--- config.mk ---
export PLATFORM = sky130hd
export DESIGN_NAME = hfl_fifo
export DESIGN_NICKNAME = d
export VERILOG_FILES = /design/src/hdl/hfl_pkg.sv /design/src/hdl/hfl_fifo.sv
export SDC_FILE = /design/constraint.sdc
export NUM_CORES = 1
export LEC_CHECK = 0
export ABC_CLOCK_PERIOD_IN_PS = 2450
export BUFFER_PORTS_ARGS = -buffer_cell sky130_fd_sc_hd__buf_2
export CAP_MARGIN = 20
export CORE_ASPECT_RATIO = 0.7
export CORE_MARGIN = 10
export CORE_UTILIZATION = 56
export CTS_CLUSTER_DIAMETER = 80
export DETAILED_ROUTE_END_ITERATION = 10
export GPL_TIMING_DRIVEN = 0
export MAX_ROUTING_LAYER = met4
export PLACE_DENSITY = 0.78
export RECOVER_POWER = 25
export SYNTH_ARGS = -nofsm -noshare
export SYNTH_HDL_FRONTEND = slang
export SYNTH_SLANG_ARGS = --single-unit
--- constraint.sdc ---
create_clock -name clk -period 2.45 [get_ports clk]
set_clock_uncertainty 0.1 [all_clocks]
set_input_delay 0.245 -clock clk [delete_from_list [all_inputs] [get_ports clk]]
set_output_delay 0.245 -clock clk [all_outputs]
set_load 0.03 [all_outputs]
--- src/hdl/hfl_pkg.sv ---
`timescale 1ns / 1ps
`default_nettype none
package hfl_pkg;

  localparam int FRAME_LEN     = 64;
  localparam int TRANSFORM_LEN = 128;
  localparam int FL_W          = $clog2(FRAME_LEN);
  localparam int LOG_TL        = $clog2(TRANSFORM_LEN);
  localparam int BF_W          = LOG_TL - 1;
  localparam int ST_W          = $clog2(LOG_TL);
  localparam int SAMPLE_W      = 16;
  localparam int DATA_W        = 32;
  localparam int WIN_W         = 17;
  localparam int BIN_W         = 6;
  localparam int LOGP_W        = 16;
  localparam int DIV_W         = 8;
  localparam int Q_DEPTH       = 4;
  localparam int Q_PTR_W       = $clog2(Q_DEPTH);
  localparam bit HAS_PAD       = (FRAME_LEN < TRANSFORM_LEN);
  localparam logic [DIV_W-1:0] LOG_DIV_RESET = 8'd15;

  localparam int WIN_DEN = FRAME_LEN - 1;
  localparam int TW_DEN  = TRANSFORM_LEN;
  localparam int TS_DEN  = 4 * TRANSFORM_LEN;

  localparam logic [63:0]        ONE_Q30     = 64'd1073741824;
  localparam logic signed [63:0] ONE_Q30_S   = 64'sd1073741824;
  localparam logic [63:0]        HALF_PI_Q30 = 64'd1686629713;
  localparam logic signed [31:0] LOG10_2_Q32 = 32'sd1292913986;

  typedef struct packed {
    logic signed [SAMPLE_W-1:0] sample;
    logic [FL_W-1:0]            idx;
    logic                       last;
  } hfl_word_t;

  typedef struct packed {
    logic [FL_W-1:0]          idx;
    logic                     last;
    logic signed [DATA_W-1:0] re;
    logic signed [DATA_W-1:0] im;
  } bin_req_t;

  typedef enum logic [3:0] {
    CS_COLLECT, CS_ZERO, CS_RD, CS_M0, CS_M1, CS_M2, CS_M3, CS_ADD, CS_WA, CS_WB,
    CS_BIN_RD, CS_BIN_SEND
  } core_state_t;

  typedef enum logic [3:0] {
    LS_IDLE, LS_SQA, LS_SQB, LS_ZCHK, LS_NORM, LS_SQR, LS_MUL, LS_PREP, LS_DIV,
    LS_FIX, LS_OUT
  } log_state_t;

  typedef logic [WIN_W-1:0]         win_tab_t [FRAME_LEN];
  typedef logic signed [DATA_W-1:0] tw_tab_t  [TRANSFORM_LEN];

  function automatic logic signed [63:0] cos_core(input logic [63:0] x);
    logic [63:0] y;
    logic [63:0] t;
    y = (x * x) >> 30;
    t = ONE_Q30;
    t = ONE_Q30 - ((y * t) >> 30) / 64'd132;
    t = ONE_Q30 - ((y * t) >> 30) / 64'd90;
    t = ONE_Q30 - ((y * t) >> 30) / 64'd56;
    t = ONE_Q30 - ((y * t) >> 30) / 64'd30;
    t = ONE_Q30 - ((y * t) >> 30) / 64'd12;
    return ONE_Q30_S - $signed(((y * t) >> 30) / 64'd2);
  endfunction

  function automatic logic signed [63:0] quad_cos(input logic [1:0] q, input logic [63:0] x);
    logic [63:0] comp;
    comp = HALF_PI_Q30 - x;
    unique case (q)
      2'd0: return cos_core(x);
      2'd1: return -cos_core(comp);
      2'd2: return -cos_core(x);
      default: return cos_core(comp);
    endcase
  endfunction

  function automatic logic [WIN_W-1:0] win_coef(input int i);
    logic [63:0]        n;
    logic [63:0]        q;
    logic [63:0]        r;
    logic [63:0]        x;
    logic signed [63:0] c;
    logic signed [63:0] num;
    logic signed [63:0] w;
    n   = 64'(i) % 64'(WIN_DEN);
    q   = (64'd4 * n) / 64'(WIN_DEN);
    r   = 64'd4 * n - q * 64'(WIN_DEN);
    x   = HALF_PI_Q30 * r / 64'(WIN_DEN);
    c   = quad_cos(q[1:0], x);
    num = 64'sd54 * ONE_Q30_S - 64'sd46 * c;
    w   = (num + 64'sd1638400) / 64'sd3276800;
    return w[WIN_W-1:0];
  endfunction

  function automatic logic signed [DATA_W-1:0] tw_cos_val(input int k);
    logic [63:0]        n;
    logic [63:0]        q;
    logic [63:0]        r;
    logic [63:0]        x;
    logic signed [63:0] c;
    n = 64'(k) % 64'(TW_DEN);
    q = (64'd4 * n) / 64'(TW_DEN);
    r = 64'd4 * n - q * 64'(TW_DEN);
    x = HALF_PI_Q30 * r / 64'(TW_DEN);
    c = quad_cos(q[1:0], x);
    return c[DATA_W-1:0];
  endfunction

  function automatic logic signed [DATA_W-1:0] tw_sin_val(input int k);
    logic [63:0]        n;
    logic [63:0]        q;
    logic [63:0]        r;
    logic [63:0]        x;
    logic signed [63:0] c;
    n = (64'd4 * 64'(k) + 64'd3 * 64'(TRANSFORM_LEN)) % 64'(TS_DEN);
    q = (64'd4 * n) / 64'(TS_DEN);
    r = 64'd4 * n - q * 64'(TS_DEN);
    x = HALF_PI_Q30 * r / 64'(TS_DEN);
    c = quad_cos(q[1:0], x);
    return c[DATA_W-1:0];
  endfunction

  function automatic win_tab_t build_win();
    win_tab_t t;
    for (int i = 0; i < FRAME_LEN; i++) t[i] = win_coef(i);
    return t;
  endfunction

  function automatic tw_tab_t build_tw_cos();
    tw_tab_t t;
    for (int k = 0; k < TRANSFORM_LEN; k++) t[k] = tw_cos_val(k);
    return t;
  endfunction

  function automatic tw_tab_t build_tw_sin();
    tw_tab_t t;
    for (int k = 0; k < TRANSFORM_LEN; k++) t[k] = tw_sin_val(k);
    return t;
  endfunction

  localparam win_tab_t WIN_TAB    = build_win();
  localparam tw_tab_t  TW_COS_TAB = build_tw_cos();
  localparam tw_tab_t  TW_SIN_TAB = build_tw_sin();

  function automatic logic [LOG_TL-1:0] bitrev(input logic [LOG_TL-1:0] v);
    logic [LOG_TL-1:0] r;
    for (int b = 0; b < LOG_TL; b++) r[LOG_TL-1-b] = v[b];
    return r;
  endfunction

  function automatic logic signed [DATA_W-1:0] sat32(input logic signed [DATA_W+2:0] v);
    if (v > 35'sd2147483647) return 32'sh7fffffff;
    if (v < -35'sd2147483648) return 32'sh80000000;
    return v[DATA_W-1:0];
  endfunction

endpackage
`default_nettype wire

--- src/hdl/hfl_fifo.sv ---
`timescale 1ns / 1ps
`default_nettype none
module hfl_fifo import hfl_pkg::*; (
  input  wire logic      clk,
  input  wire logic      rst_n,
  input  wire logic      push_valid,
  output logic           push_ready,
  input  wire hfl_word_t push_word,
  output logic           pop_valid,
  input  wire logic      pop_ready,
  output hfl_word_t      pop_word
);

  hfl_word_t            store [Q_DEPTH];
  logic [Q_PTR_W-1:0]   wr_r, rd_r;
  logic [Q_PTR_W:0]     cnt_r;
  logic                 do_push, do_pop;

  assign push_ready = (cnt_r != (Q_PTR_W + 1)'(Q_DEPTH));
  assign pop_valid  = (cnt_r != '0);
  assign pop_word   = store[rd_r];
  assign do_push    = push_valid && push_ready;
  assign do_pop     = pop_valid && pop_ready;

  always_ff @(posedge clk) begin
    if (do_push) begin
      store[wr_r] <= push_word;
    end
  end

  always_ff @(posedge clk) begin
    if (!rst_n) begin
      wr_r  <= '0;
      rd_r  <= '0;
      cnt_r <= '0;
    end else begin
      if (do_push) wr_r <= wr_r + 1'b1;
      if (do_pop) rd_r <= rd_r + 1'b1;
      if (do_push && !do_pop) begin
        cnt_r <= cnt_r + 1'b1;
      end else if (do_pop && !do_push) begin
        cnt_r <= cnt_r - 1'b1;
      end
    end
  end

endmodule
`default_nettype wire

**Word-level counts from Yosys, hierarchy flattened**

Memory sizes are Yosys's and may differ from the RTL's. A register that Yosys moved wholly into a read port is not among the register bits.
Index checks and enable logic that the tools add are counted.

- Memories kept: 1
- Bits in registers: 7
- RAM bits: 92

- Equality and inequality tests: 1
- Mux-type cells: 6
- $add $sub $neg: 4
- Reduce and logical (&&, ||, !) cells: 8

Memories:

| name | depth | width | rd ports | clocked after memory_dff | write ports | RTL line | RTL |
|---|---|---|---|---|---|---|---|
| store | 4 | 23 | 1 | 1 | 1 | hfl_fifo.sv:14 | `hfl_word_t store [Q_DEPTH];` |

Operator list:

| operator | number |
|---|---|
| two-way mux 3 bit | 2 |
| adder 2 x 1 -> 2 bit (second input constant) | 2 |
| logical AND 1 bit | 4 |
| two-way mux 2 bit | 2 |
| adder 3 x 1 -> 3 bit (second input constant) | 1 |
| inequality test 3 bit (second input constant) | 1 |
| nonzero test 3 bit | 1 |
| subtractor 3 x 1 -> 3 bit (second input constant) | 1 |
| zero test 1 bit | 2 |
| two-way mux 1 bit | 2 |
| nonzero test 2 bit | 1 |

**Logic depth before layout (Yosys ltp)**

- Depth in word-level cells: 6
- Gate-level depth with buffers: 8
- Gate-level depth less buffers: 8

**Worst setup path before layout**

Ideal clock, no wire load.

- Kind: register to register
- From: reg cnt_r[0]
- To: reg cnt_r[2]
- Setup time: 0.076 ns
- Slack: 0.237 ns
- Arrival: 2.038 ns
- Cell stages (with the launch flop): 9
- Buffers on the path: 0
- Clock period less this slack: 2.213 ns
- Cell sequence: dfxtp_1 nor2_1 a21boi_2 ha_1 inv_1 fa_1 xor2_1 or3_1 a21boi_0

- Word-level cells in the longest chain between the ends: 5

RTL lines:

| item | RTL line | RTL |
|---|---|---|
| start: declaration | hfl_fifo.sv:16 | `logic [Q_PTR_W:0] cnt_r;` |
| start signal: assignment | hfl_fifo.sv:40 | `cnt_r <= cnt_r + 1'b1;` |
| start signal: assignment | hfl_fifo.sv:42 | `cnt_r <= cnt_r - 1'b1;` |
| inequality test 3 bit * | hfl_fifo.sv:19 | `assign push_ready = (cnt_r != (Q_PTR_W + 1)'(Q_DEPTH));` |
| logical AND 1 bit * | hfl_fifo.sv:22 | `assign do_push = push_valid && push_ready;` |
| via do_push | hfl_fifo.sv:17 | `logic do_push, do_pop;` |
| zero test 1 bit | hfl_fifo.sv:41 | `end else if (do_pop && !do_push) begin` |
| logical AND 1 bit | hfl_fifo.sv:41 |  |
| nonzero test 2 bit (no line) | n/a |  |

The timed path passes the listed nets; every way through them passes the cells marked *. The select of a mux whose other input is x is not followed.
A chain may end at the register's enable or synchronous reset.

**Worst setup path after layout**

- From: reg cnt_r[1]
- To: reg cnt_r[2]

Same word-level chain as after synthesis.

==> results.cfg <==
[timing]
grt_setup_unrepaired = no
fin_crit_sh_pct = 91.6
timing.hold.ws_ps = 76.6
setup_viol_count_final = 0
tns_ps = 0
period_needed_ps = 2250
fmax_mhz = 445
layout_setup_ws_ps = 205
max_slew_margin_pct = 58.2
tightest_slew_ps = 627
slew_viol_final = 0
hold_viol_final = 0

[finish]
drive_gt1_share_pct = 34.1
diodes = 0
layout_commonest_cell = edfxtp_1
nets = 275
area_delta_synth_final_pct = 17.9
layout_common_cells = edfxtp_1, buf_2, mux4_2

[power]
netSwitchingFraction_pct = 31.7
combPwrFrac_pct = 32.1
peakVddDrop_uv = 497
clockPowerShare_pct = 21.1
p_per_area_mw_per_mm2 = 1030
p_int_w = 0.00320
pwr-share-seq_pct = 46.8
power_leakage_nw = 1.54
p_switching_w = 0.00149

[global_routing]
grt_first_pass_wirelength_um = 10100
grt_pass1_vias = 1872
track_usage_pct = 12.9
grt-ovfl-total = 0
grt_max_degree = 24
antenna_found_initial = 0

[clock_network]
clk_latency_ps = 350
cts_buffers = 9
cts-root-buf = clkbuf_8
cts_tree = done
clkSinkCount = 101
clk_path_buf_depth = 2
htreeDepth = 3
path_clk_slew_ps = 90

[yosys]
synth.yosys.seq_area_share_pct = 76.5
yosys_register_bits = 101
ys_warn_count = 0
syn_area_per_cell_um2 = 22.9
synthTopCellsByArea = edfxtp_1, mux4_2, dfxtp_1
syn_inst = 168
synth_top_area_share_pct = 71.8
synth_area_leader_cell = edfxtp_1
yosysUniqueCellTypes = 24
syn_nets = 201
syn_area_mm2 = 0.00385

[min_path]
min_from = push_word[0]
holdPathEnd = store[3][0]$_DFFE_PP_
worstHoldPathType = input port to flop
min_delay_path_depth = 1

[critical_path]
critPathCaptureType = flop
timing.rr.end = cnt_r[2]$_SDFFE_PN0P_
critPathLaunchType = flop
crit_type = flop to flop
rrSetupSlack_ps = 200
cp_max_fo = 6
r2r_cells = 8
crit_required_ps = 2630
worstSetupStartpoint = cnt_r[1]$_SDFFE_PN0P_
r2r-start = cnt_r[1]$_SDFFE_PN0P_
crit_arrival_ps = 2420

[floorplan]
rows = 25
fp.coreArea_mm2 = 0.00673
pin_count = 52
die_height_um = 89.4
start_util_pct = 57.2
die_w_um = 119
die_area_mm2 = 0.0106

[detailed_routing]
wl_um = 6450
drc = 0
vias = 1781
postRouteAntennaNets = 0
vias_per_cell = 5.24
dr.pass1.iters = 5
detail_route.wl_per_cell_um = 19.0
drt_iter0_drc = 114

[place]
numPortBuffers = 50
hpwlAfterDp_um = 4190
gp_congestion = 0.747
dpl_worst_slack_ps = -67.1

[job]
drv_cap = 0

[run_status]
status = finished clean
==> metrics by stage <==
step | std cells | utilization (%) | instance area (um^2) | total power (W)
finish | 340 | 67.5 | 4540 | 0.00469
global route | 340 | 67.5 | 4540 | 0.00492
CTS | 336 | 67.2 | 4520 | 0.00474
detailed placement | 313 | 63.1 | 4240 | 0.00375
global placement | 312 | 62.7 | 4220 | 0.00370
floorplan | 168 | - | 3850 | 0.00335
==> layer usage <==
layer	up-vias	wire length (um)	GRT usage, %
met2	49	3120	20.3
li1	833	-	-
met1	889	2900	15.5
met3	10	361	4.67
met4	0	71	3.65
met5	-	0	-
==> area by class of cell <==
class	instances	area, um^2
multi-input combinational	58	833
tap	94	118
fill	435	2190
sequential	101	2940
timing repair buffer	63	378
clock buffer	10	128
buffer	6	65.1
clock inverter	5	61.3
inverter	3	11.3
==> power by group through the flow <==
stage                     logic [W]  registers (W)  clock network, W
after floorplan             0.00114        0.00221                 0
after global placement      0.00148        0.00223                 0
after detailed placement    0.00151        0.00224                 0
after CTS                   0.00153        0.00220           0.00102
after global routing        0.00162        0.00222           0.00109
final                       0.00151        0.00220          0.000989
==> cells in the mapped netlist, drive strengths merged <==
library cell / n
edfxtp: 92
mux4: 23
dfxtp: 9
and2: 8
buf: 5
ha: 5
nand2: 5
inv: 3
mux2i: 3
xnor2: 3
a21boi: 2
or3: 2
clkbuf: 1
fa: 1
nor2: 1
nor2b: 1
o21ai: 1
o311ai: 1
o31ai: 1
xor2: 1
==> sequential cells by signal, indices dropped and copies added, names as in the netlist, named ones only <==
name	count
cnt_r	3
rd_r	2
store	92
wr_r	2
==> worst max-delay path: stages (launching register included) <==
cell	delay (ps)
dfxtp_1	500
nor2_1	120
a21boi_2	190
ha_1	210
inv_1	60
fa_1	380
xor2_1	160
or3_1	300
a21boi_0	160
==> cells by family (layout without fill, tap and decap cells) <==
group	count (synthesis)	after routing	synth area share (%)
DFF	101	101	76.5
adders and majority gates	6	6	2.15
and+or+nand+nor	17	17	2.37
buffers and inverters	9	87	1.98
muxes	26	26	14.5
xor gates and xnor gates	4	4	0.910
AOI/OAI and AO/OA	5	5	1.59
==> worst max path at each step <==
stage / to / slack [ps] / cells past startpoint
after floorplan: cnt_r[2]$_SDFFE_PN0P_ / 240 / 8
after global placement: store[1][10]$_DFFE_PP_ / 20 / 3
after detailed placement: store[0][10]$_DFFE_PP_ / -70 / 3
after CTS: cnt_r[2]$_SDFFE_PN0P_ / 30 / 8
after global routing: cnt_r[2]$_SDFFE_PN0P_ / 70 / 8
final: cnt_r[2]$_SDFFE_PN0P_ / 200 / 8
==> what timing repair did <==
item,in CTS,in global routing
pin swaps,0,1
hold buffers,8,3
buffers inserted,0,1
resized for setup,4,0
hold endpoints to repair,29,11
endpoints found under the setup margin,70,1
No activity file was read; power rests on OpenSTA's default activity.
