<file path="config.mk">
export PLATFORM = sky130hd
export DESIGN_NAME = hfl_log
export DESIGN_NICKNAME = d
export VERILOG_FILES = /design/src/hdl/hfl_pkg.sv /design/src/hdl/hfl_log.sv
export SDC_FILE = /design/constraint.sdc
export NUM_CORES = 2
export LEC_CHECK = 0
export BUFFER_PORTS_ARGS = -buffer_cell sky130_fd_sc_hd__buf_4
export CAP_MARGIN = 5
export CORE_UTILIZATION = 55
export DETAILED_ROUTE_END_ITERATION = 6
export PLACE_DENSITY = 0.71
export SKIP_CTS_REPAIR_TIMING = 1
export SYNTH_ARGS = -nofsm -noshare
export SYNTH_HDL_FRONTEND = slang
export SYNTH_SLANG_ARGS = --single-unit
</file>
<file path="constraint.sdc">
create_clock -name clk -period 16.9 [get_ports clk]
set_clock_uncertainty 0.2 [all_clocks]
set_input_delay 0 -clock clk [delete_from_list [all_inputs] [get_ports clk]]
set_output_delay 0 -clock clk [all_outputs]
set_load 0.02 [all_outputs]
</file>
<file path="src/hdl/hfl_pkg.sv">
`timescale 1ns / 1ps
`default_nettype none
package hfl_pkg;

  localparam int FRAME_LEN     = 64;
  localparam int TRANSFORM_LEN = 128;
  localparam int FL_W          = $clog2(FRAME_LEN);
  localparam int LOG_TL        = $clog2(TRANSFORM_LEN);
  localparam int BF_W          = LOG_TL - 1;
  localparam int ST_W          = $clog2(LOG_TL);
  localparam int SAMPLE_W      = 16;
  localparam int DATA_W        = 32;
  localparam int WIN_W         = 17;
  localparam int BIN_W         = 6;
  localparam int LOGP_W        = 16;
  localparam int DIV_W         = 8;
  localparam int Q_DEPTH       = 4;
  localparam int Q_PTR_W       = $clog2(Q_DEPTH);
  localparam bit HAS_PAD       = (FRAME_LEN < TRANSFORM_LEN);
  localparam logic [DIV_W-1:0] LOG_DIV_RESET = 8'd15;

  localparam int WIN_DEN = FRAME_LEN - 1;
  localparam int TW_DEN  = TRANSFORM_LEN;
  localparam int TS_DEN  = 4 * TRANSFORM_LEN;

  localparam logic [63:0]        ONE_Q30     = 64'd1073741824;
  localparam logic signed [63:0] ONE_Q30_S   = 64'sd1073741824;
  localparam logic [63:0]        HALF_PI_Q30 = 64'd1686629713;
  localparam logic signed [31:0] LOG10_2_Q32 = 32'sd1292913986;

  typedef struct packed {
    logic signed [SAMPLE_W-1:0] sample;
    logic [FL_W-1:0]            idx;
    logic                       last;
  } hfl_word_t;

  typedef struct packed {
    logic [FL_W-1:0]          idx;
    logic                     last;
    logic signed [DATA_W-1:0] re;
    logic signed [DATA_W-1:0] im;
  } bin_req_t;

  typedef enum logic [3:0] {
    CS_COLLECT, CS_ZERO, CS_RD, CS_M0, CS_M1, CS_M2, CS_M3, CS_ADD, CS_WA, CS_WB,
    CS_BIN_RD, CS_BIN_SEND
  } core_state_t;

  typedef enum logic [3:0] {
    LS_IDLE, LS_SQA, LS_SQB, LS_ZCHK, LS_NORM, LS_SQR, LS_MUL, LS_PREP, LS_DIV,
    LS_FIX, LS_OUT
  } log_state_t;

  typedef logic [WIN_W-1:0]         win_tab_t [FRAME_LEN];
  typedef logic signed [DATA_W-1:0] tw_tab_t  [TRANSFORM_LEN];

  function automatic logic signed [63:0] cos_core(input logic [63:0] x);
    logic [63:0] y;
    logic [63:0] t;
    y = (x * x) >> 30;
    t = ONE_Q30;
    t = ONE_Q30 - ((y * t) >> 30) / 64'd132;
    t = ONE_Q30 - ((y * t) >> 30) / 64'd90;
    t = ONE_Q30 - ((y * t) >> 30) / 64'd56;
    t = ONE_Q30 - ((y * t) >> 30) / 64'd30;
    t = ONE_Q30 - ((y * t) >> 30) / 64'd12;
    return ONE_Q30_S - $signed(((y * t) >> 30) / 64'd2);
  endfunction

  function automatic logic signed [63:0] quad_cos(input logic [1:0] q, input logic [63:0] x);
    logic [63:0] comp;
    comp = HALF_PI_Q30 - x;
    unique case (q)
      2'd0: return cos_core(x);
      2'd1: return -cos_core(comp);
      2'd2: return -cos_core(x);
      default: return cos_core(comp);
    endcase
  endfunction

  function automatic logic [WIN_W-1:0] win_coef(input int i);
    logic [63:0]        n;
    logic [63:0]        q;
    logic [63:0]        r;
    logic [63:0]        x;
    logic signed [63:0] c;
    logic signed [63:0] num;
    logic signed [63:0] w;
    n   = 64'(i) % 64'(WIN_DEN);
    q   = (64'd4 * n) / 64'(WIN_DEN);
    r   = 64'd4 * n - q * 64'(WIN_DEN);
    x   = HALF_PI_Q30 * r / 64'(WIN_DEN);
    c   = quad_cos(q[1:0], x);
    num = 64'sd54 * ONE_Q30_S - 64'sd46 * c;
    w   = (num + 64'sd1638400) / 64'sd3276800;
    return w[WIN_W-1:0];
  endfunction

  function automatic logic signed [DATA_W-1:0] tw_cos_val(input int k);
    logic [63:0]        n;
    logic [63:0]        q;
    logic [63:0]        r;
    logic [63:0]        x;
    logic signed [63:0] c;
    n = 64'(k) % 64'(TW_DEN);
    q = (64'd4 * n) / 64'(TW_DEN);
    r = 64'd4 * n - q * 64'(TW_DEN);
    x = HALF_PI_Q30 * r / 64'(TW_DEN);
    c = quad_cos(q[1:0], x);
    return c[DATA_W-1:0];
  endfunction

  function automatic logic signed [DATA_W-1:0] tw_sin_val(input int k);
    logic [63:0]        n;
    logic [63:0]        q;
    logic [63:0]        r;
    logic [63:0]        x;
    logic signed [63:0] c;
    n = (64'd4 * 64'(k) + 64'd3 * 64'(TRANSFORM_LEN)) % 64'(TS_DEN);
    q = (64'd4 * n) / 64'(TS_DEN);
    r = 64'd4 * n - q * 64'(TS_DEN);
    x = HALF_PI_Q30 * r / 64'(TS_DEN);
    c = quad_cos(q[1:0], x);
    return c[DATA_W-1:0];
  endfunction

  function automatic win_tab_t build_win();
    win_tab_t t;
    for (int i = 0; i < FRAME_LEN; i++) t[i] = win_coef(i);
    return t;
  endfunction

  function automatic tw_tab_t build_tw_cos();
    tw_tab_t t;
    for (int k = 0; k < TRANSFORM_LEN; k++) t[k] = tw_cos_val(k);
    return t;
  endfunction

  function automatic tw_tab_t build_tw_sin();
    tw_tab_t t;
    for (int k = 0; k < TRANSFORM_LEN; k++) t[k] = tw_sin_val(k);
    return t;
  endfunction

  localparam win_tab_t WIN_TAB    = build_win();
  localparam tw_tab_t  TW_COS_TAB = build_tw_cos();
  localparam tw_tab_t  TW_SIN_TAB = build_tw_sin();

  function automatic logic [LOG_TL-1:0] bitrev(input logic [LOG_TL-1:0] v);
    logic [LOG_TL-1:0] r;
    for (int b = 0; b < LOG_TL; b++) r[LOG_TL-1-b] = v[b];
    return r;
  endfunction

  function automatic logic signed [DATA_W-1:0] sat32(input logic signed [DATA_W+2:0] v);
    if (v > 35'sd2147483647) return 32'sh7fffffff;
    if (v < -35'sd2147483648) return 32'sh80000000;
    return v[DATA_W-1:0];
  endfunction

endpackage
`default_nettype wire

</file>
<file path="src/hdl/hfl_log.sv">
`timescale 1ns / 1ps
`default_nettype none
module hfl_log import hfl_pkg::*; (
  input  wire logic             clk,
  input  wire logic             rst_n,
  input  wire logic [DIV_W-1:0] log_divisor,
  input  wire logic             req_valid,
  output logic                  req_ready,
  input  wire bin_req_t         req,
  output logic                  out_valid,
  input  wire logic             out_ready,
  output logic [BIN_W-1:0]      out_bin_index,
  output logic [LOGP_W-1:0]     out_log_power,
  output logic                  out_last_bin
);

  log_state_t state_r, state_nxt;

  logic [DATA_W-1:0]  ur_r, ui_r, m_r;
  logic [FL_W-1:0]    idx_r;
  logic               last_r, neg_r;
  logic [63:0]        p_r;
  logic [5:0]         e_r;
  logic [4:0]         cnt_r;
  logic [15:0]        frac_r;
  logic signed [54:0] v_r;
  logic [19:0]        dq_r;
  logic [DIV_W-1:0]   rem_r;
  logic [LOGP_W-1:0]  res_r;

  logic                  out_valid_r, out_last_r;
  logic [BIN_W-1:0]      out_idx_r;
  logic [LOGP_W-1:0]     out_pow_r;

  logic [DATA_W-1:0]  mul_a;
  logic [63:0]        mprod, sq;
  logic [6:0]         sh;
  logic               top_zero;
  logic [63:0]        p_sh;
  logic signed [22:0] l2;
  logic signed [55:0] u;
  logic signed [19:0] w;
  logic [DIV_W-1:0]   d_eff;
  logic [DIV_W:0]     rem_t;
  logic               ge;
  logic signed [21:0] qv;
  logic               load_out;

  assign d_eff = (log_divisor == '0) ? DIV_W'(1) : log_divisor;

  always_comb begin
    unique case (state_r)
      LS_SQA:  mul_a = ur_r;
      LS_SQB:  mul_a = ui_r;
      default: mul_a = m_r;
    endcase
  end
  assign mprod = 64'(mul_a) * 64'(mul_a);
  assign sq    = mprod >> 30;

  assign sh       = 7'd32 >> cnt_r[2:0];
  assign top_zero = ((p_r & ~({64{1'b1}} >> sh)) == '0);
  assign p_sh     = top_zero ? (p_r << sh) : p_r;

  assign l2 = $signed({7'(e_r) - 7'd20, frac_r});
  assign u  = 56'(v_r) + $signed({13'd0, d_eff, 35'd0});
  assign w  = u[55:36];

  assign rem_t = {rem_r, dq_r[19]};
  assign ge    = (rem_t >= {1'b0, d_eff});

  assign qv = neg_r ? -($signed({2'b00, dq_r}) + 22'(rem_r != '0))
                    : $signed({2'b00, dq_r});

  assign load_out = (state_r == LS_OUT) && (!out_valid_r || out_ready);

  assign req_ready     = (state_r == LS_IDLE);
  assign out_valid     = out_valid_r;
  assign out_bin_index = out_idx_r;
  assign out_log_power = out_pow_r;
  assign out_last_bin  = out_last_r;

  always_comb begin
    state_nxt = state_r;
    unique case (state_r)
      LS_IDLE: if (req_valid) state_nxt = LS_SQA;
      LS_SQA:  state_nxt = LS_SQB;
      LS_SQB:  state_nxt = LS_ZCHK;
      LS_ZCHK: state_nxt = (p_r == '0) ? LS_OUT : LS_NORM;
      LS_NORM: if (cnt_r == 5'd5) state_nxt = LS_SQR;
      LS_SQR:  if (cnt_r == 5'd15) state_nxt = LS_MUL;
      LS_MUL:  state_nxt = LS_PREP;
      LS_PREP: state_nxt = LS_DIV;
      LS_DIV:  if (cnt_r == 5'd19) state_nxt = LS_FIX;
      LS_FIX:  state_nxt = LS_OUT;
      LS_OUT:  if (load_out) state_nxt = LS_IDLE;
      default: state_nxt = LS_IDLE;
    endcase
  end

  always_ff @(posedge clk) begin
    if (!rst_n) begin
      state_r     <= LS_IDLE;
      out_valid_r <= 1'b0;
    end else begin
      state_r <= state_nxt;
      if (load_out) begin
        out_valid_r <= 1'b1;
      end else if (out_ready) begin
        out_valid_r <= 1'b0;
      end
    end
  end

  always_ff @(posedge clk) begin
    if (load_out) begin
      out_idx_r  <= BIN_W'(idx_r);
      out_pow_r  <= res_r;
      out_last_r <= last_r;
    end
    unique case (state_r)
      LS_IDLE: begin
        ur_r   <= req.re[DATA_W-1] ? DATA_W'(-req.re) : DATA_W'(req.re);
        ui_r   <= req.im[DATA_W-1] ? DATA_W'(-req.im) : DATA_W'(req.im);
        idx_r  <= req.idx;
        last_r <= req.last;
      end
      LS_SQA: p_r <= mprod;
      LS_SQB: p_r <= p_r + mprod;
      LS_ZCHK: begin
        e_r   <= 6'd63;
        cnt_r <= '0;
        res_r <= 16'h8000;
      end
      LS_NORM: begin
        p_r <= p_sh;
        if (top_zero) e_r <= e_r - sh[5:0];
        if (cnt_r == 5'd5) begin
          cnt_r  <= '0;
          m_r    <= {1'b0, p_sh[63:33]};
          frac_r <= '0;
        end else begin
          cnt_r <= cnt_r + 1'b1;
        end
      end
      LS_SQR: begin
        if (sq[31]) begin
          frac_r <= {frac_r[14:0], 1'b1};
          m_r    <= sq[32:1];
        end else begin
          frac_r <= {frac_r[14:0], 1'b0};
          m_r    <= sq[31:0];
        end
        cnt_r <= (cnt_r == 5'd15) ? '0 : cnt_r + 1'b1;
      end
      LS_MUL: v_r <= 55'(l2) * 55'(LOG10_2_Q32);
      LS_PREP: begin
        neg_r <= w[19];
        dq_r  <= w[19] ? 20'(-w) : 20'(w);
        rem_r <= '0;
        cnt_r <= '0;
      end
      LS_DIV: begin
        rem_r <= ge ? DIV_W'(rem_t - {1'b0, d_eff}) : rem_t[DIV_W-1:0];
        dq_r  <= {dq_r[18:0], ge};
        cnt_r <= (cnt_r == 5'd19) ? '0 : cnt_r + 1'b1;
      end
      LS_FIX: begin
        if (qv > 22'sd32767) begin
          res_r <= 16'h7fff;
        end else if (qv < -22'sd32768) begin
          res_r <= 16'h8000;
        end else begin
          res_r <= qv[LOGP_W-1:0];
        end
      end
      LS_OUT: ;
      default: ;
    endcase
  end

endmodule
`default_nettype wire

</file>
# Word-level counts from Yosys, hierarchy flattened
# Index checks and enable logic that the tools add are counted.
[word_totals] output_inout_bits=25 elab_cells=117 register_bits=321
[classes] shift=3 n_addsub=11 n_bitwise=2 multipliers=2 n_reduce_logical=20 n_mux=35 eq_ne=19 n_lt_le_gt_ge=3
[op_table] op="$pmux W64 S3" n=1
[op_table] op="$logic_not A64 Y1" n=2
[op_table] op="$pmux W32 S2" n=2
[op_table] op="$add A64 B64 Y64" n=1
[op_table] op="$and A64 B64 Y64" n=1
[op_table] op="$mul A32 B32 Y64" n=1
[op_table] op="$mux W32" n=2
[op_table] op="$mux W64" n=1
[op_table] op="$neg A32 Y32" n=2
[op_table] op="$not A64 Y64" n=1
[op_table] op="$pmux W16 S2" n=2
[op_table] op="$shl A64 B7 Y64" n=1
[op_table] op="$shr A64 B7 Y64 const A" n=1
[op_table] op="$mux W31" n=2
[op_table] op="$add A55 B44 Y56" n=1
[op_table] op="$mul A23 B31 Y54 const B" n=1
[op_table] op="$mux W16" n=3
[op_table] op="$pmux W4 S11" n=1
[op_table] op="$pmux W20 S2" n=1
[op_table] op="$mux W4" n=6
[op_table] op="$gt A22 B16 Y1 const B" n=1
[op_table] op="$lt A22 B16 Y1 const B" n=1
[op_table] op="$mux W22" n=1
[op_table] op="$neg A21 Y22" n=1
[op_table] op="36 further kinds" n=58

# Logic depth before layout (Yosys ltp)
[logic_depth] word_depth=8 mapped_depth=50 depth_no_buf=46

# Worst setup path before layout
# OpenSTA, ideal clock, no wires.
[synth_timing] kind="flip-flop to flip-flop" start="register state_r[2]" end="register p_r[60] (data pin)" path_stages_with_launch=44 required_ps=16432 path_slack_ps=5444 synth_period_minus_slack_ps=11456 setup_time_ps=268 t_arrival_ps=10988 cell_sequence="dfxtp_1 -> clkbuf_1 -> nand2b_1 -> nor3_1 -> clkbuf_1 -> clkbuf_1 -> a22oi_1 -> and2_1 -> inv_1 -> clkbuf_1 -> nand2_1 -> fa_1 -> inv_1 -> fa_1 -> fa_1 -> inv_1 -> fa_1 -> inv_1 -> [8 not listed] -> o211ai_1 -> a2111oi_0 -> o211ai_1 -> o211ai_1 -> nor2b_1 -> o21bai_1 -> a21o_1 -> xor2_1 -> ha_1 -> clkbuf_1 -> a21o_1 -> a21oi_1 -> or4b_2 -> o21ai_1 -> o41ai_1 -> a31oi_1 -> xor2_1 -> o21ai_0"
[synth_via] elab_chain_len=5 elab_cells_between_ends=7 cone_classes="add/sub: 1; mul: 1; eq/ne: 3; mux: 2"
[synth_rtl] element="start, declared" line_no="hfl_log.sv:17" rtl="log_state_t state_r, state_nxt;"
[synth_rtl] element="start signal, assigned" line_no="hfl_log.sv:106" rtl="state_r <= state_nxt;"
[synth_rtl] element="$eq A4 B2 Y1 / $eq A4 B1 Y1 (equally long branches)" line_no="hfl_log.sv:52, hfl_log.sv:121"
[synth_rtl] element="$pmux W32 S2" line_no="hfl_log.sv:52" rtl="unique case (state_r)"
[synth_rtl] element="$mul A32 B32 Y64" line_no="hfl_log.sv:58" rtl="assign mprod = 64'(mul_a) * 64'(mul_a);"
[synth_rtl] element="$add A64 B64 Y64" line_no="hfl_log.sv:129" rtl="LS_SQB: p_r <= p_r + mprod;"
[synth_rtl] element="$pmux W64 S3 *" line_no="hfl_log.sv:121" rtl="unique case (state_r)"
[synth_rtl] element="end signal, assigned" line_no="hfl_log.sv:128" rtl="LS_SQA: p_r <= mprod;"
[synth_rtl] element="end signal, assigned" line_no="hfl_log.sv:129"
[synth_rtl] element="end signal, assigned" line_no="hfl_log.sv:136" rtl="p_r <= p_sh;"
[synth_rtl] element="end, declared" line_no="hfl_log.sv:22" rtl="logic [63:0] p_r;"
# Mark *: on every way between the ends. The rest lies on a longest branch, timed or not.
# A chain may end at the register's enable or synchronous reset.

# Worst setup path after layout
[layout_timing] start="register state_r[1]" end="register p_r[60] (data pin)"
# Same word-level chain as after synthesis.

==> impl_results.md <==
- Slowest stage cell, crit path: and2_1
- CP Data Arrival Time: 14.39 ns
- Worst r2r src: state_r[1]$_SDFFE_PN0P_
- Unrepaired setup endpoints after global routing: false
- Nets: 8348
- Die width: 333.0 um
- Cells after Synth: 6514
- Fin crit share: 84.56%
- CTS Sinks: 287
- Crit Path Max Fanout: 37
- Hold path depth: 5
- Final setup fails: 0
- Clk_lat worst skew: 0.58 ns
- Final cell count without fillers: 8092
- Syn Area/Cell: 9.252 sq um
- Setup Total Neg Slack: 0 ns
- Crit path launch type: flop
- Synth-to-layout area growth: 8.525%
- Fillcell total: 9307
- Critical Path Source: state_r[1]$_SDFFE_PN0P_
- Die H: 333.0 um
- Die Footprint: 0.1109 sq mm
- Post-synth top area share: 31.62%
- Hold slack: -0.03297 ns
- Total GRT Usage: 33.38%
- Total number of vias: 48310
- Vias/cell: 5.971
- Wire per inst: 23.05 um
- Post-synth top flop: edfxtp_1
- Hold Fails Final Rpt: 1
- Slew @ Worst Pin: 1.248 ns
- Relative slew slack: 16.43%
- Total core area: 0.1087 sq mm
- Metal3 WL: 18180 um
- First-pass GRT wire length: 283500 um
- Required @ worst endpoint: 17.00 ns
- Cell mode on critical path: fa_1
- Fraction of registers with async set or reset after synthesis: 0%
- I/O pin count: 108
- Status: finished, violations left
- CTS tree: yes
- Initial Utilization: 55.44%
- Hold path start: log_divisor[7]
- TritonRoute pass-1 iters: 6
- Largest net degree at the start of global routing: 65
- Hold/Removal Path Class: in -> reg
- Root Buffer: clkbuf_16
- Number of global-route vias before repair: 48420
- FP Rows: 121
- Final Max Slew Viols: 0
- Share of layout cells above drive strength 1: 4.882%
- Period minus WS final: 14.29 ns
- Clock Tree Buf Depth: 3
- Slack of the worst reg-to-reg path: 2.61 ns
- DP Cell Count: 7886
- Synth Register Bits: 287
- Clk slew on worst S/H paths: 0.06 ns
- R2R Path End: p_r[60]$_DFFE_PP_
- Max capacitance violation total: 0
- Synth warn: 0
- Post-synthesis net count: 8211
- Total congestion overflow: 0
- DR DRC count: 0
- Post-DRT Antenna Nets: 0
- Top sig layer: met5
- Number of DRC markers in iteration 0: 4564
- Final Cell Area: 0.06540 sq mm
- Post-synthesis cell type count: 94
- Post-Syn Area: 0.06027 sq mm
- Crit Path Class: reg -> reg
- DRT met1 WL: 76780 um
- Hold path endpoint: rem_r[7]$_SDFFCE_PN0P_
- EDFF count, synth: 282
- Placed Instance Area: 0.06271 sq mm
- Met2 wire len: 83630 um
- H-tree depth: 2
- Port bufs: 107
- Max incr delay on CP: 0.83 ns
- Routed wire length: 186500 um
- Gpl congestion: 1.011
- Initial antenna violation count: 6
- Area leader, netlist: fa_1
- Max Clock Freq: 0.06998 GHz
- TritonCTS buffer count: 35
- Sequential cell area fraction in the yosys report: 14.22%
- Failing checks: negative hold slack
- Reg2reg path depth: 45
- Top cells by area, synth: fa_1 (32%), edfxtp_1 (14%), ha_1 (14%)
- Worst setup EP type: flop
- Dpl hpwl: 146700 um
[cell families after synthesis]
family                     share of synthesized area (%)
adders and majority gates                          45.38
buffers and inverters                              9.988
and+or+nand+nor                                    10.19
AOI/OAI and AO/OA                                  11.23
xor gates and xnor gates                           4.356
DFF                                                14.22
muxes                                              4.634
[placed cells by master (no fill, tap or decap), drive strengths merged, types with 108 or more instances in the layout]
cell         count
ha             662
o21ai          235
edfxtp         282
a21o           124
dlygate4sd3    141
mux2i          261
inv           1338
nand2          533
buf            204
a21oi          276
xnor2          190
xor2           108
fa             952
nor2           490
[layout make-up]
cell class | instances | area (sq um) | share of cell area (%)
Clock inverter | 18 | 305.3 | 0.4668
Sequential cell | 287 | 8568 | 13.10
Antenna cell | 1 | 2.502 | 0.003826
Clock buffer | 45 | 963.4 | 1.473
Multi-Input combinational cell | 4630 | 45770 | 69.99
Inverter | 1351 | 5072 | 7.756
Timing Repair Buffer | 346 | 2948 | 4.507
Tap cell | 1414 | 1769 | 2.705
[Yosys cell counts, drive strengths merged (63+ instances only)]
cell type and count:
a21o 124, mux2i 261, clkbuf 201, inv 1337, a21oi 276, xnor2 190
ha 662, nand2 533, xor2 108, edfxtp 282, fa 952, nor2 490
a22oi 75, o21ai 235, nand3 63
[state kept, by name, summed over array words and instances, names as in the netlist, 16 cells and up]
| register | cells |
|---|---|
| dq_r | 20 |
| frac_r | 16 |
| m_r | 32 |
| out_log_power | 16 |
| p_r | 64 |
| res_r | 16 |
| ui_r | 32 |
| ur_r | 32 |
| v_r | 20 |
[worst max path at each step]
stage | to | slack [ns] | cells after the start
detailed placement | p_r[60]$_DFFE_PP_ | 2.84 | 41
finish | p_r[60]$_DFFE_PP_ | 2.61 | 45
floorplan | p_r[60]$_DFFE_PP_ | 5.44 | 43
global route | p_r[60]$_DFFE_PP_ | 1.94 | 44
global placement | p_r[60]$_DFFE_PP_ | 3.18 | 41
CTS | p_r[60]$_DFFE_PP_ | 2.75 | 41
[routing by layer]
layer  GRT usage (%)  vias up
li1                -    21460
met1           46.87    24100
met2           50.96     2296
met3           6.925      454
met4           12.37        6
met5               0        -
[worst max-delay path, delay by kind of cell, from the launching register on]
family	cells	cell delay [ns]
simple gates	11	2.33
compound gates	13	3.54
flops	1	0.62
buf+inv	9	2.08
fa+ha+maj	10	4.61
xor+xnor	2	0.56
[through the flow]
step	setup slack, ns	hold WS (ns)	utilization (%)
3_3_place_gp	3.178	-0.02087	57.69
6_report	2.610	-0.03297	60.17
3_5_place_dp	2.842	-0.02000	57.69
2_1_floorplan	5.444	-0.1011	-
4_1_cts	2.747	-0.6025	58.86
5_1_grt	1.945	0.004297	60.17
Power is left out: the tool's default activity adds up to more than one toggle a clock period on the data nets, which glitch-free logic cannot reach.
